===== config.mk =====
export PLATFORM = sky130hd
export DESIGN_NAME = scanline_repeat_run_encoder_unit
export DESIGN_NICKNAME = d
export VERILOG_FILES = /design/src/hdl/srre_pkg.sv /design/src/hdl/srre_front.sv /design/src/hdl/srre_queue.sv /design/src/hdl/srre_back.sv /design/src/hdl/scanline_repeat_run_encoder_unit.sv
export VERILOG_INCLUDE_DIRS = /design/src /design/src/hdl
export SDC_FILE = /design/constraint.sdc
export NUM_CORES = 1
export LEC_CHECK = 0
export BUFFER_PORTS_ARGS = -buffer_cell sky130_fd_sc_hd__buf_4
export CAP_MARGIN = 40
export CORE_MARGIN = 4
export CORE_UTILIZATION = 55
export DETAILED_ROUTE_END_ITERATION = 8
export PLACE_DENSITY = 0.72
export SLEW_MARGIN = 25
export SYNTH_ARGS = -nofsm -noshare
export SYNTH_HDL_FRONTEND = slang
export SYNTH_SLANG_ARGS = --single-unit

===== constraint.sdc =====
create_clock -name i_clk -period 5 [get_ports i_clk]
set_input_delay 0.75 -clock i_clk [delete_from_list [all_inputs] [get_ports i_clk]]
set_output_delay 0.75 -clock i_clk [all_outputs]
set_load 0.02 [all_outputs]

===== src/hdl/assert_macros.svh =====
// ----------------------------------------------------------------------------
// assert_macros.svh
// Shared concurrent assertion macros for the run encoder RTL.
// ----------------------------------------------------------------------------
`ifndef ASSERT_MACROS_SVH
`define ASSERT_MACROS_SVH

// Same-cycle implication, disabled while reset is active.
`define AST_IMPL(lbl, clk, rst_n, pre, post) \
    lbl: assert property (@(posedge clk) disable iff (!rst_n) (pre) |-> (post)) \
        else $error("assertion failed");

// Next-cycle implication, disabled while reset is active.
`define AST_NEXT(lbl, clk, rst_n, pre, post) \
    lbl: assert property (@(posedge clk) disable iff (!rst_n) (pre) |=> (post)) \
        else $error("assertion failed");

`endif


===== src/hdl/srre_pkg.sv =====
// ----------------------------------------------------------------------------
// srre_pkg
// Types and constants shared by the scanline run encoder modules.
// ----------------------------------------------------------------------------
package srre_pkg;

    localparam int PIXEL_BITS = 32;
    localparam int WIDTH_BITS = 4;
    localparam int Q_DEPTH    = 4;
    localparam int Q_AW       = 2;

    localparam logic [7:0] HEADER_BASE = 8'd127;
    localparam logic [7:0] RUN_LIMIT   = 8'd128;
    localparam logic [7:0] BYTE_ONES   = 8'd255;

    // One run packet waiting to be serialized.
    typedef struct packed {
        logic [PIXEL_BITS-1:0] pixel;
        logic [7:0]            header;
        logic [WIDTH_BITS-1:0] width;
        logic                  item_last;
        logic                  line_last;
    } t_pkt;

    typedef struct packed {
        logic full;
        logic empty;
    } t_q_stat;

endpackage


===== src/hdl/srre_front.sv =====
// ----------------------------------------------------------------------------
// srre_front
// Accepts pixels, tracks the open run and issues run packets to the queue.
// ----------------------------------------------------------------------------
module srre_front
    import srre_pkg::*;
#(
    parameter int MAX_PIXEL_BYTES = 4
) (
    input  logic                  i_clk,
    input  logic                  i_rst_n,
    input  logic [2:0]            i_bpp,
    input  logic                  i_valid,
    output logic                  o_ready,
    input  logic [PIXEL_BITS-1:0] i_pixel,
    input  logic                  i_line_end,
    input  t_q_stat               i_q_stat,
    output logic                  o_push,
    output t_pkt                  o_pkt
);

    localparam int NB = (MAX_PIXEL_BYTES < 4) ? MAX_PIXEL_BYTES : 4;

    logic [PIXEL_BITS-1:0] r_run_pixel, n_run_pixel;
    logic [7:0]            r_run_len, n_run_len;
    logic                  r_pend_valid, n_pend_valid;
    t_pkt                  r_pend, n_pend;

    logic [WIDTH_BITS-1:0] w;
    logic [PIXEL_BITS-1:0] mask;
    logic [PIXEL_BITS-1:0] p;
    logic                  accept;
    logic                  close_old;
    logic                  start;
    logic                  close_new;
    logic [7:0]            len_new;
    t_pkt                  pkt_old, pkt_new;

    always_comb begin
        if (i_bpp == 3'd0) begin
            w = WIDTH_BITS'(1);
        end else if (int'(i_bpp) > MAX_PIXEL_BYTES) begin
            w = WIDTH_BITS'(MAX_PIXEL_BYTES);
        end else begin
            w = WIDTH_BITS'(i_bpp);
        end
    end

    always_comb begin
        mask = '0;
        for (int k = 0; k < NB; k++) begin
            mask[8*k +: 8] = (WIDTH_BITS'(k) < w) ? BYTE_ONES : 8'd0;
        end
    end

    assign p         = i_pixel & mask;
    assign o_ready   = !r_pend_valid && !i_q_stat.full;
    assign accept    = i_valid && o_ready;
    assign close_old = (r_run_len != 8'd0) && ((r_run_pixel & mask) != p);
    assign start     = close_old || (r_run_len == 8'd0);
    assign len_new   = start ? 8'd1 : r_run_len + 8'd1;
    assign close_new = (len_new == RUN_LIMIT) || i_line_end;

    // An end of line always closes the new run, so the old packet never
    // carries the line mark.
    always_comb begin
        pkt_old.pixel     = r_run_pixel;
        pkt_old.header    = HEADER_BASE + r_run_len;
        pkt_old.width     = w;
        pkt_old.item_last = !close_new;
        pkt_old.line_last = 1'b0;

        pkt_new.pixel     = start ? p : r_run_pixel;
        pkt_new.header    = HEADER_BASE + len_new;
        pkt_new.width     = w;
        pkt_new.item_last = 1'b1;
        pkt_new.line_last = i_line_end;
    end

    always_comb begin
        if (r_pend_valid) begin
            o_push = !i_q_stat.full;
            o_pkt  = r_pend;
        end else begin
            o_push = accept && (close_old || close_new);
            o_pkt  = close_old ? pkt_old : pkt_new;
        end
    end

    always_comb begin
        n_run_pixel  = r_run_pixel;
        n_run_len    = r_run_len;
        n_pend_valid = r_pend_valid;
        n_pend       = r_pend;
        if (r_pend_valid && !i_q_stat.full) begin
            n_pend_valid = 1'b0;
        end
        if (accept) begin
            n_run_pixel = pkt_new.pixel;
            n_run_len   = close_new ? 8'd0 : len_new;
            if (close_old && close_new) begin
                n_pend_valid = 1'b1;
                n_pend       = pkt_new;
            end
        end
    end

    always_ff @(posedge i_clk) begin
        if (!i_rst_n) begin
            r_run_pixel  <= '0;
            r_run_len    <= '0;
            r_pend_valid <= 1'b0;
        end else begin
            r_run_pixel  <= n_run_pixel;
            r_run_len    <= n_run_len;
            r_pend_valid <= n_pend_valid;
        end
    end

    always_ff @(posedge i_clk) begin
        r_pend <= n_pend;
    end

endmodule


===== src/hdl/srre_queue.sv =====
// ----------------------------------------------------------------------------
// srre_queue
// Short packet queue between the run tracker and the byte serializer.
// ----------------------------------------------------------------------------
module srre_queue
    import srre_pkg::*;
(
    input  logic    i_clk,
    input  logic    i_rst_n,
    input  logic    i_push,
    input  t_pkt    i_pkt,
    input  logic    i_pop,
    output t_pkt    o_pkt,
    output t_q_stat o_stat
);

    t_pkt            r_mem [Q_DEPTH];
    logic [Q_AW-1:0] r_wp, n_wp;
    logic [Q_AW-1:0] r_rp, n_rp;
    logic [Q_AW:0]   r_cnt, n_cnt;

    assign o_stat.full  = (r_cnt == (Q_AW+1)'(Q_DEPTH));
    assign o_stat.empty = (r_cnt == '0);
    assign o_pkt        = r_mem[r_rp];

    always_comb begin
        n_wp  = r_wp;
        n_rp  = r_rp;
        n_cnt = r_cnt;
        if (i_push) begin
            n_wp = r_wp + Q_AW'(1);
        end
        if (i_pop) begin
            n_rp = r_rp + Q_AW'(1);
        end
        if (i_push && !i_pop) begin
            n_cnt = r_cnt + (Q_AW+1)'(1);
        end else if (!i_push && i_pop) begin
            n_cnt = r_cnt - (Q_AW+1)'(1);
        end
    end

    always_ff @(posedge i_clk) begin
        if (!i_rst_n) begin
            r_wp  <= '0;
            r_rp  <= '0;
            r_cnt <= '0;
        end else begin
            r_wp  <= n_wp;
            r_rp  <= n_rp;
            r_cnt <= n_cnt;
        end
    end

    always_ff @(posedge i_clk) begin
        if (i_push) begin
            r_mem[r_wp] <= i_pkt;
        end
    end

endmodule


===== src/hdl/srre_back.sv =====
// ----------------------------------------------------------------------------
// srre_back
// Turns run packets into header and pixel bytes, one per cycle unless stalled.
// ----------------------------------------------------------------------------
module srre_back
    import srre_pkg::*;
#(
    parameter int MAX_PIXEL_BYTES = 4
) (
    input  logic       i_clk,
    input  logic       i_rst_n,
    input  t_pkt       i_pkt,
    input  t_q_stat    i_q_stat,
    output logic       o_pop,
    output logic       o_valid,
    input  logic       i_ready,
    output logic [7:0] o_byte,
    output logic       o_item_last,
    output logic       o_line_last
);

    localparam int NB = (MAX_PIXEL_BYTES < 4) ? MAX_PIXEL_BYTES : 4;
    localparam int IW = $clog2(MAX_PIXEL_BYTES + 1);

    t_pkt          r_pkt;
    logic          r_busy, n_busy;
    logic [IW-1:0] r_idx, n_idx;
    logic          r_out_valid;
    logic [7:0]    r_out_byte;
    logic          r_out_item_last;
    logic          r_out_line_last;

    logic          load_ok;
    logic          last_byte;
    logic          finishing;
    logic [7:0]    cur_byte;

    assign load_ok   = !r_out_valid || i_ready;
    assign last_byte = (r_idx == IW'(r_pkt.width));
    assign finishing = r_busy && load_ok && last_byte;
    assign o_pop     = !i_q_stat.empty && (!r_busy || finishing);

    // Index zero is the header; index k+1 is pixel byte k, zero above 32 bits.
    always_comb begin
        cur_byte = 8'd0;
        if (r_idx == '0) begin
            cur_byte = r_pkt.header;
        end
        for (int k = 0; k < NB; k++) begin
            if (r_idx == IW'(k + 1)) begin
                cur_byte = r_pkt.pixel[8*k +: 8];
            end
        end
    end

    always_comb begin
        n_busy = r_busy;
        n_idx  = r_idx;
        if (o_pop) begin
            n_busy = 1'b1;
            n_idx  = '0;
        end else if (finishing) begin
            n_busy = 1'b0;
        end else if (r_busy && load_ok) begin
            n_idx = r_idx + IW'(1);
        end
    end

    always_ff @(posedge i_clk) begin
        if (!i_rst_n) begin
            r_busy      <= 1'b0;
            r_idx       <= '0;
            r_out_valid <= 1'b0;
        end else begin
            r_busy <= n_busy;
            r_idx  <= n_idx;
            if (load_ok) begin
                r_out_valid <= r_busy;
            end
        end
    end

    always_ff @(posedge i_clk) begin
        if (o_pop) begin
            r_pkt <= i_pkt;
        end
        if (load_ok) begin
            r_out_byte      <= cur_byte;
            r_out_item_last <= r_pkt.item_last && last_byte;
            r_out_line_last <= r_pkt.line_last && last_byte;
        end
    end

    assign o_valid     = r_out_valid;
    assign o_byte      = r_out_byte;
    assign o_item_last = r_out_item_last;
    assign o_line_last = r_out_line_last;

endmodule


===== src/hdl/scanline_repeat_run_encoder_unit.sv =====
// Path: a closing pixel's packet passes the queue and the packet register, and its header
// byte passes the output register. Throughput: one output byte per cycle while m_axis_tready
// is high and packets are queued. A packet is 1 + bytes_per_pixel bytes; a pixel that closes two
// runs issues two packets. Pixels that only extend a run are taken at one per cycle while the
// queue has room and no second packet is pending. Reset (synchronous, active low) clears the
// open run, the queue and the output register, and sets bytes_per_pixel to 4.
// ----------------------------------------------------------------------------
// scanline_repeat_run_encoder_unit
// Run-length encoder for one scanline: run packets of a header and pixel bytes.
// ----------------------------------------------------------------------------
`include "assert_macros.svh"

module scanline_repeat_run_encoder_unit
    import srre_pkg::*;
#(
    parameter int MAX_PIXEL_BYTES = 4
) (
    input  logic        i_clk,
    input  logic        i_rst_n,
    // APB-style configuration port
    input  logic        psel,
    input  logic        penable,
    input  logic        pwrite,
    input  logic [2:0]  paddr,
    input  logic [31:0] pwdata,
    output logic [31:0] prdata,
    output logic        pready,
    // Pixel request stream
    input  logic        s_axis_tvalid,
    output logic        s_axis_tready,
    input  logic [31:0] s_axis_tdata,   // [31:0] pixel_value
    input  logic        s_axis_tlast,   // line_end
    // Encoded byte stream
    output logic        m_axis_tvalid,
    input  logic        m_axis_tready,
    output logic [7:0]  m_axis_tdata,   // [7:0] out_byte
    output logic        m_axis_tuser,   // [0] item_last
    output logic        m_axis_tlast    // line_last
);

    logic [2:0] r_bpp;
    logic       cfg_wr;
    logic       q_push;
    logic       q_pop;
    t_pkt       q_in_pkt;
    t_pkt       q_out_pkt;
    t_q_stat    q_stat;

    assign pready = 1'b1;
    assign cfg_wr = psel && penable && pwrite && (paddr[2] == 1'b0);
    assign prdata = (paddr[2] == 1'b0) ? {29'd0, r_bpp} : 32'd0;

    always_ff @(posedge i_clk) begin
        if (!i_rst_n) begin
            r_bpp <= 3'd4;
        end else if (cfg_wr) begin
            r_bpp <= pwdata[2:0];
        end
    end

    srre_front #(
        .MAX_PIXEL_BYTES(MAX_PIXEL_BYTES)
    ) u_front (
        .i_clk      (i_clk),
        .i_rst_n    (i_rst_n),
        .i_bpp      (r_bpp),
        .i_valid    (s_axis_tvalid),
        .o_ready    (s_axis_tready),
        .i_pixel    (s_axis_tdata),
        .i_line_end (s_axis_tlast),
        .i_q_stat   (q_stat),
        .o_push     (q_push),
        .o_pkt      (q_in_pkt)
    );

    srre_queue u_queue (
        .i_clk   (i_clk),
        .i_rst_n (i_rst_n),
        .i_push  (q_push),
        .i_pkt   (q_in_pkt),
        .i_pop   (q_pop),
        .o_pkt   (q_out_pkt),
        .o_stat  (q_stat)
    );

    srre_back #(
        .MAX_PIXEL_BYTES(MAX_PIXEL_BYTES)
    ) u_back (
        .i_clk       (i_clk),
        .i_rst_n     (i_rst_n),
        .i_pkt       (q_out_pkt),
        .i_q_stat    (q_stat),
        .o_pop       (q_pop),
        .o_valid     (m_axis_tvalid),
        .i_ready     (m_axis_tready),
        .o_byte      (m_axis_tdata),
        .o_item_last (m_axis_tuser),
        .o_line_last (m_axis_tlast)
    );

    // The line mark only ever lands on the final byte of a request.
    `AST_IMPL(a_line_implies_item, i_clk, i_rst_n, m_axis_tvalid && m_axis_tlast, m_axis_tuser)
    // The queue is never written while full nor read while empty.
    `AST_IMPL(a_no_overflow, i_clk, i_rst_n, q_push, !q_stat.full)
    `AST_IMPL(a_no_underflow, i_clk, i_rst_n, q_pop, !q_stat.empty)
    // An end-of-line pixel always leaves at least one packet queued.
    `AST_NEXT(a_eol_queues, i_clk, i_rst_n, s_axis_tvalid && s_axis_tready && s_axis_tlast, !q_stat.empty)

endmodule


* Word-level counts from Yosys, hierarchy flattened
Memories as Yosys holds them, arrays and structs flattened. A register that Yosys moved wholly into a read port is not among the register bits.
Index checks and enable logic that the tools add are counted.
** Word-level totals
- Bits in writable memories :: 184
- Memories kept :: 1
- Flip-flop bits (word level) :: 111
- Output and inout port bits :: 45
- Bits of input ports :: 75
** Memories
- u_queue.r_mem :: words 4, bits a word 46, read ports 1, clocked after Yosys merged registers in 1, write ports 1, RTL line srre_queue.sv:17 : t_pkt r_mem [Q_DEPTH];
** Cells by class
- Bitwise gates (word level) :: 5
- Add/subtract/negate cells :: 8
- Reduce and logical (&&, ||, !) cells :: 39
- Magnitude comparators :: 5
- Equal/unequal tests :: 8
- Muxes and demuxes :: 27
** Operators with widths (number)
- two-way mux 46 bit :: 2
- two-way mux 8 bit :: 11
- AND 32 bit :: 2
- two-way mux 32 bit :: 1
- != test 32 bit :: 1
- adder 7 x 8 -> 8 bit, first input constant :: 2
- logical AND 1 bit :: 16
- two-way mux 3 bit :: 4
- zero test 3 bit :: 3
- adder 8 x 1 -> 8 bit, second input constant :: 1
- == test 8 bit, second input constant :: 1
- zero test 1 bit :: 8
- zero test 8 bit :: 1
- < comparator 1 x 4 -> 1 bit, first input constant :: 2
- < comparator 2 x 4 -> 1 bit, first input constant :: 2
- two-way mux 1 bit :: 8
- nonzero test 8 bit :: 1
- adder 3 x 1 -> 3 bit, second input constant :: 2
- == test 3 x 2 -> 1 bit, second input constant :: 2
- == test 3 bit, second input constant :: 2
- logical OR 1 bit :: 5
- adder 2 x 1 -> 2 bit, second input constant :: 2
- two-way mux 4 bit :: 1
- AND reduction 2 bit :: 2
- 7 further kinds :: 10

* Logic depth before layout (Yosys ltp)
- Depth in word-level cells :: 19
- Gate-level depth with buffers :: 19

* Hierarchy
A second synthesis with hierarchy kept.
** Second synthesis, totals
- Cell total of the unflattened synthesis :: 1151
- Area, all modules :: 15273.4 µm²
** Modules (own cells, without submodules)
- srre_queue :: instances 1, area each 7145.6 µm², cells an instance 283
- srre_front :: instances 1, area each 5313.8 µm², cells an instance 649
- srre_back :: instances 1, area each 2422.3 µm², cells an instance 170
- scanline_repeat_run_encoder_unit :: instances 1, area each 391.6 µm², cells an instance 49

* Worst setup path before layout
Ideal clock, no wire load.
- Path kind :: input-to-reg
- Start point :: input s_axis_tdata[28]
- End point :: memory u_queue.r_mem[0][0] in the netlist's numbering, enable pin
- Stages :: 10
- Data required time :: 4.593 ns
- Path buffers :: 0
- Slack :: 0.710 ns
- Arrival time :: 3.883 ns
- Cell sequence :: xnor2_1 > o2111ai_1 > o21ai_0 > nand4_4 > nor4_1 > ha_1 > and4b_1 > o31ai_1 > a211oi_4 > and2_1
** On the way
- Longest elaborated chain between the ends :: 12
** Ends and longest elaborated chain
- from (decl) :: RTL line scanline_repeat_run_encoder_unit.sv:31 : input logic [31:0] s_axis_tdata,
- AND 32 bit (*) :: RTL line srre_front.sv:56 : assign p = i_pixel & mask;
- != test 32 bit (*) :: RTL line srre_front.sv:59 : assign close_old = (r_run_len != 8'd0) && ((r_run_pixel & mask) != p);
- logical AND 1 bit (*) :: RTL line srre_front.sv:59
- logical OR 1 bit :: RTL line srre_front.sv:60 : assign start = close_old || (r_run_len == 8'd0);
- two-way mux 8 bit :: RTL line srre_front.sv:61 : assign len_new = start ? 8'd1 : r_run_len + 8'd1;
- == test 8 bit :: RTL line srre_front.sv:62 : assign close_new = (len_new == RUN_LIMIT) || i_line_end;
- logical OR 1 bit :: RTL line srre_front.sv:62
- logical OR 1 bit (*) :: RTL line srre_front.sv:85 : o_push = accept && (close_old || close_new);
- logical AND 1 bit (*) :: RTL line srre_front.sv:85
- two-way mux 1 bit (*) :: RTL line srre_front.sv:81 : if (r_pend_valid) begin
- net q_push :: RTL line scanline_repeat_run_encoder_unit.sv:43 : logic q_push;
- two-way mux 1 bit (*) :: RTL line srre_queue.sv:56 : if (i_push) begin
- two-way mux 1 bit (implied by the code) (*) :: RTL line srre_queue.sv:57 : r_mem[r_wp] <= i_pkt;
- to (decl) :: RTL line srre_queue.sv:17
The timed path passes the listed nets; every way through them passes the cells marked *.

* Final worst setup path
- Start point :: register r_bpp[1]
- End point :: register u_queue.r_cnt[2]
** On the way
- Longest elaborated chain between the ends :: 18
- Elaborated cells on any way between the ends :: 28
** Ends and longest elaborated chain
- from (decl) :: RTL line scanline_repeat_run_encoder_unit.sv:41 : logic [2:0] r_bpp;
- from (signal assigned) :: RTL line scanline_repeat_run_encoder_unit.sv:57 : r_bpp <= pwdata[2:0];
- greater-than comparator 3 bit :: RTL line srre_front.sv:42 : end else if (int'(i_bpp) > MAX_PIXEL_BYTES) begin
- two-way mux 3 bit :: RTL line srre_front.sv:42
- two-way mux 4 bit (*) :: RTL line srre_front.sv:40 : if (i_bpp == 3'd0) begin
- < comparator 1 x 4 -> 1 bit / < comparator 2 x 4 -> 1 bit (equally long branches) :: RTL line srre_front.sv:52 : mask[8*k +: 8] = (WIDTH_BITS'(k) < w) ? BYTE_ONES : 8'd0;
- two-way mux 8 bit :: RTL line srre_front.sv:52
- AND 32 bit (on tied branches) :: RTL line srre_front.sv:59, srre_front.sv:56
- != test 32 bit (*) :: RTL line srre_front.sv:59
- logical AND 1 bit (*) :: RTL line srre_front.sv:59
- [... 3 more ...]
- logical OR 1 bit :: RTL line srre_front.sv:62
- logical OR 1 bit (*) :: RTL line srre_front.sv:85
- logical AND 1 bit (*) :: RTL line srre_front.sv:85
- two-way mux 1 bit (*) :: RTL line srre_front.sv:81
- net q_push :: RTL line scanline_repeat_run_encoder_unit.sv:43
- zero test 1 bit :: RTL line srre_queue.sv:38 : end else if (!i_push && i_pop) begin
- logical AND 1 bit :: RTL line srre_queue.sv:38
- nonzero test 2 bit (no line)
- to (signal assigned) :: RTL line srre_queue.sv:51 : r_cnt <= n_cnt;
- to (decl) :: RTL line srre_queue.sv:20 : logic [Q_AW:0] r_cnt, n_cnt;
Marked as above.
A chain may end at the register's enable or synchronous reset.

==> results.toml <==
[clock_network]
htree_levels = 2
root_buffer = "clkbuf_16"
post_cts_resized = 0
clk_pin_slew_ps = 60
insertion_delay_ps = 510
cts_buffers = 34
cts_tree = "done"
clock_sinks = 335
clockBufferDepth = 3
cts_hold_repair.buffers = 0
post-cts-setup-buffers = 0

[flow_run]
drv_cap = 0

[timing]
worst_slew_pin_slew_ps = 852
slew_headroom_pct = 42.6
period_share_pct = 81.7
rsz0062_at_grt = "no"
setup_tns_ps = 0
skew_ps = 22.7
setup-violations-final = 0
fin_ws_ps = 914
fmax_mhz = 245
hold_viol = 0
layout_min_cycle_time_ps = 4090
drv_slew = 0

[floorplan]
fp.coreArea_um2 = 26900
dieArea_um2 = 29900
start_util_pct = 55.7
ioPinCount = 120
die_w_um = 173
die_y_um = 173
rows = 60

[pwr]
p_per_area_nw_per_um2 = 479
p_leak_nw = 5.85
ir_drop_mv = 0.274
finalPower_mw = 8.03

[critical_path]
required_ps = 5430
worstSetupPathType = "reg2reg"
endpoint_kind = "register"
critical-path-slowest-cell = "dfxtp_1"
path_cells = "a21o_1, o21ai_0, buf_4, nand4_4, buf_4, nor3_4, nand2_1, ha_1, and4b_1, o31ai_1, a211oi_4, ha_1, inv_1, fa_1, xor2_1, or3_1, a21oi_1"
cp_data_arrival_time_ps = 4510
critical_path.max_stage_delay_ps = 660
cp_top_family = "compound AO/OA/AOI/OAI gates"
cp_max_fo = 14
start_kind = "register"
cp_num_buf_inv = 3

[place]
place_inst = 1473
hpwl_um = 19200
dp_slack_ps = 543
place.port_buffers = 58
gp_congestion = 0.834

[cells_and_area]
n_antenna_cell = 0
area_delta_synth_final_pct = 12.2
fin_cells = 1535
drive_gt1_share_pct = 19.3
nets = 1260
fin_util_pct = 62.5
multi_input_area_um2 = 4940
fillCellCount = 1990
regArea_um2 = 9500

[synthesis]
synth_simple_gate_area_share_pct = 10.7
seq_area_frac_synth_pct = 63.5
ys_types = 66
synth_edf_count = 279
synth_top_family_by_area = "simple AND/OR/NAND/NOR gates"
synth_compound_area_share_pct = 8.74
synth_xor_area_share_pct = 3.16
netlist_area_um2 = 15000
postSynthCellCount = 1129
synth_seq_cells = 335
yosys_warnings = 0
synthMuxAreaShare_pct = 8.22
syn_area_per_cell_um2 = 13.3
synthAdderAreaFrac_pct = 1.30
ys_async_sr_fraction_pct = 0
synth_ff_type = "edfxtp_1"

[global_routing]
grt_pass1_wl_um = 47900
use_met2_pct = 32.3
grt_antenna_before_repair = 0
grt_max_degree = 78
busiest_layer = "met2"
grtUsageMet3_pct = 3.17
gr-usage-all-layers_pct = 19.9
grt_pass1_vias = 8548
grt_overflow_total = 0
grt_util_met1_pct = 28.9

[routing]
drtIter0Drc = 806
drtAntennaViolNets = 0
drc = 0
vias = 8840
wl_per_cell_um = 19.5
vias_per_cell = 5.76
wirelength_um = 29900
drt_first_pass_iters = 7

[run_status]
outcome = "finished clean"

[min_path]
hold_path.class = "in2reg"
-- cell families after synthesis --
group | after synthesis
and+or+nand+nor | 348
DFF | 335
AOI/OAI and AO/OA | 182
buffers and inverters | 127
muxes | 66
xor gates and xnor gates | 54
adders and majority gates | 15
other | 2
-- layer usage --
| layer | up-vias | routed length, um |
|---|---|---|
| met1 | 4350 | 13500 |
| li1 | 4177 | - |
| met2 | 266 | 14300 |
| met3 | 47 | 1600 |
| met5 | - | 0 |
| met4 | 0 | 533 |
-- synth_stat cells, types with 3 or more instances --
cell	n	share of area, %
buf_6	3	0.23
o22ai_1	3	0.13
dfxtp_1	56	7.5
a222oi_1	8	0.54
nand3_1	11	0.37
and3_1	4	0.17
nand4_1	10	0.42
buf_2	17	0.57
nor2_1	92	2.3
clkbuf_1	42	1.1
and2_1	10	0.42
inv_1	19	0.48
or2_1	24	1.0
buf_4	34	1.7
o211ai_1	5	0.25
o2111ai_1	3	0.18
edfxtp_1	279	56
o21a_1	3	0.15
nor3_1	14	0.47
buf_1	9	0.23
nor2b_1	7	0.29
ha_1	14	1.2
a21oi_1	57	1.9
nand2_1	155	3.9
xnor2_1	42	2.5
mux2i_1	16	1.1
mux4_2	45	6.8
xor2_1	12	0.70
or3_1	3	0.13
a311oi_2	23	2.3
o31ai_1	4	0.20
o21ai_0	58	1.9
mux2_2	5	0.38
-- state kept, by name (all words and copies together) (netlist names), 3 cells and up --
| name | count |
|---|---|
| u_front.r_pend | 44 |
| u_back.r_pkt | 45 |
| u_front.r_run_pixel | 32 |
| u_queue.r_cnt | 3 |
| u_front.r_run_len | 8 |
| u_back.r_idx | 3 |
| r_bpp | 3 |
| u_queue.r_mem | 180 |
| u_back.o_byte | 8 |
-- layout make-up --
class | count | share of cell area (%)
multi-input cells | 695 | 29.4
flip-flops and latches | 335 | 56.6
repair buffers | 82 | 4.04
clock buffers | 44 | 5.85
clock inverters | 16 | 1.04
inverters | 22 | 0.492
well taps | 341 | 2.54
-- final timing paths --
| kind | start | to | cells after the start | slack [ps] |
|---|---|---|---|---|
| setup / recovery | r_bpp[1]$_SDFFE_PN0P_ | u_queue.r_cnt[2]$_SDFFE_PN0P_ | 17 | 910 |
| hold / removal | s_axis_tdata[2] | u_front.r_pend[16]$_DFFE_PP_ | 1 | 460 |
| setup reg to reg | r_bpp[1]$_SDFFE_PN0P_ | u_queue.r_cnt[2]$_SDFFE_PN0P_ | 17 | 910 |
| hold reg to reg | u_front.r_pend_valid$_SDFF_PN0_ | u_front.r_pend_valid$_SDFF_PN0_ | 2 | 480 |
-- cell usage in the layout, fill, tap and decap left out, drive strengths merged, types with 5 or more instances in the layout --
| master | n |
|---|---|
| ha | 14 |
| or2 | 25 |
| xor2 | 12 |
| nor2 | 92 |
| clkbuf | 44 |
| mux2 | 5 |
| o31ai | 5 |
| a311oi | 24 |
| o211ai | 6 |
| buf | 82 |
| nor2b | 7 |
| inv | 20 |
| edfxtp | 279 |
| and2 | 10 |
| a222oi | 8 |
| conb | 30 |
| clkinv | 12 |
| xnor2 | 42 |
| mux2i | 16 |
| nand4 | 11 |
| o21ai | 62 |
| mux4 | 45 |
| nand3 | 11 |
| a21oi | 57 |
| dfxtp | 56 |
| nand2 | 155 |
| nor3 | 15 |
-- power by group --
group          leakage (nW)  switching [mW]  internal (mW)
Clock                 0.561            1.03           1.55
Sequential             3.04           0.220           3.61
Combinational          2.25           0.947          0.668
-- through the flow --
stage,hold WS (ps),instance area [um2]
3_3_place_gp,467,15600
5_1_grt,446,16800
2_1_floorplan,456,15100
4_1_cts,446,16800
6_report,460,16800
3_5_place_dp,472,15600
Note: power is estimated with default switching activity, not from simulation.
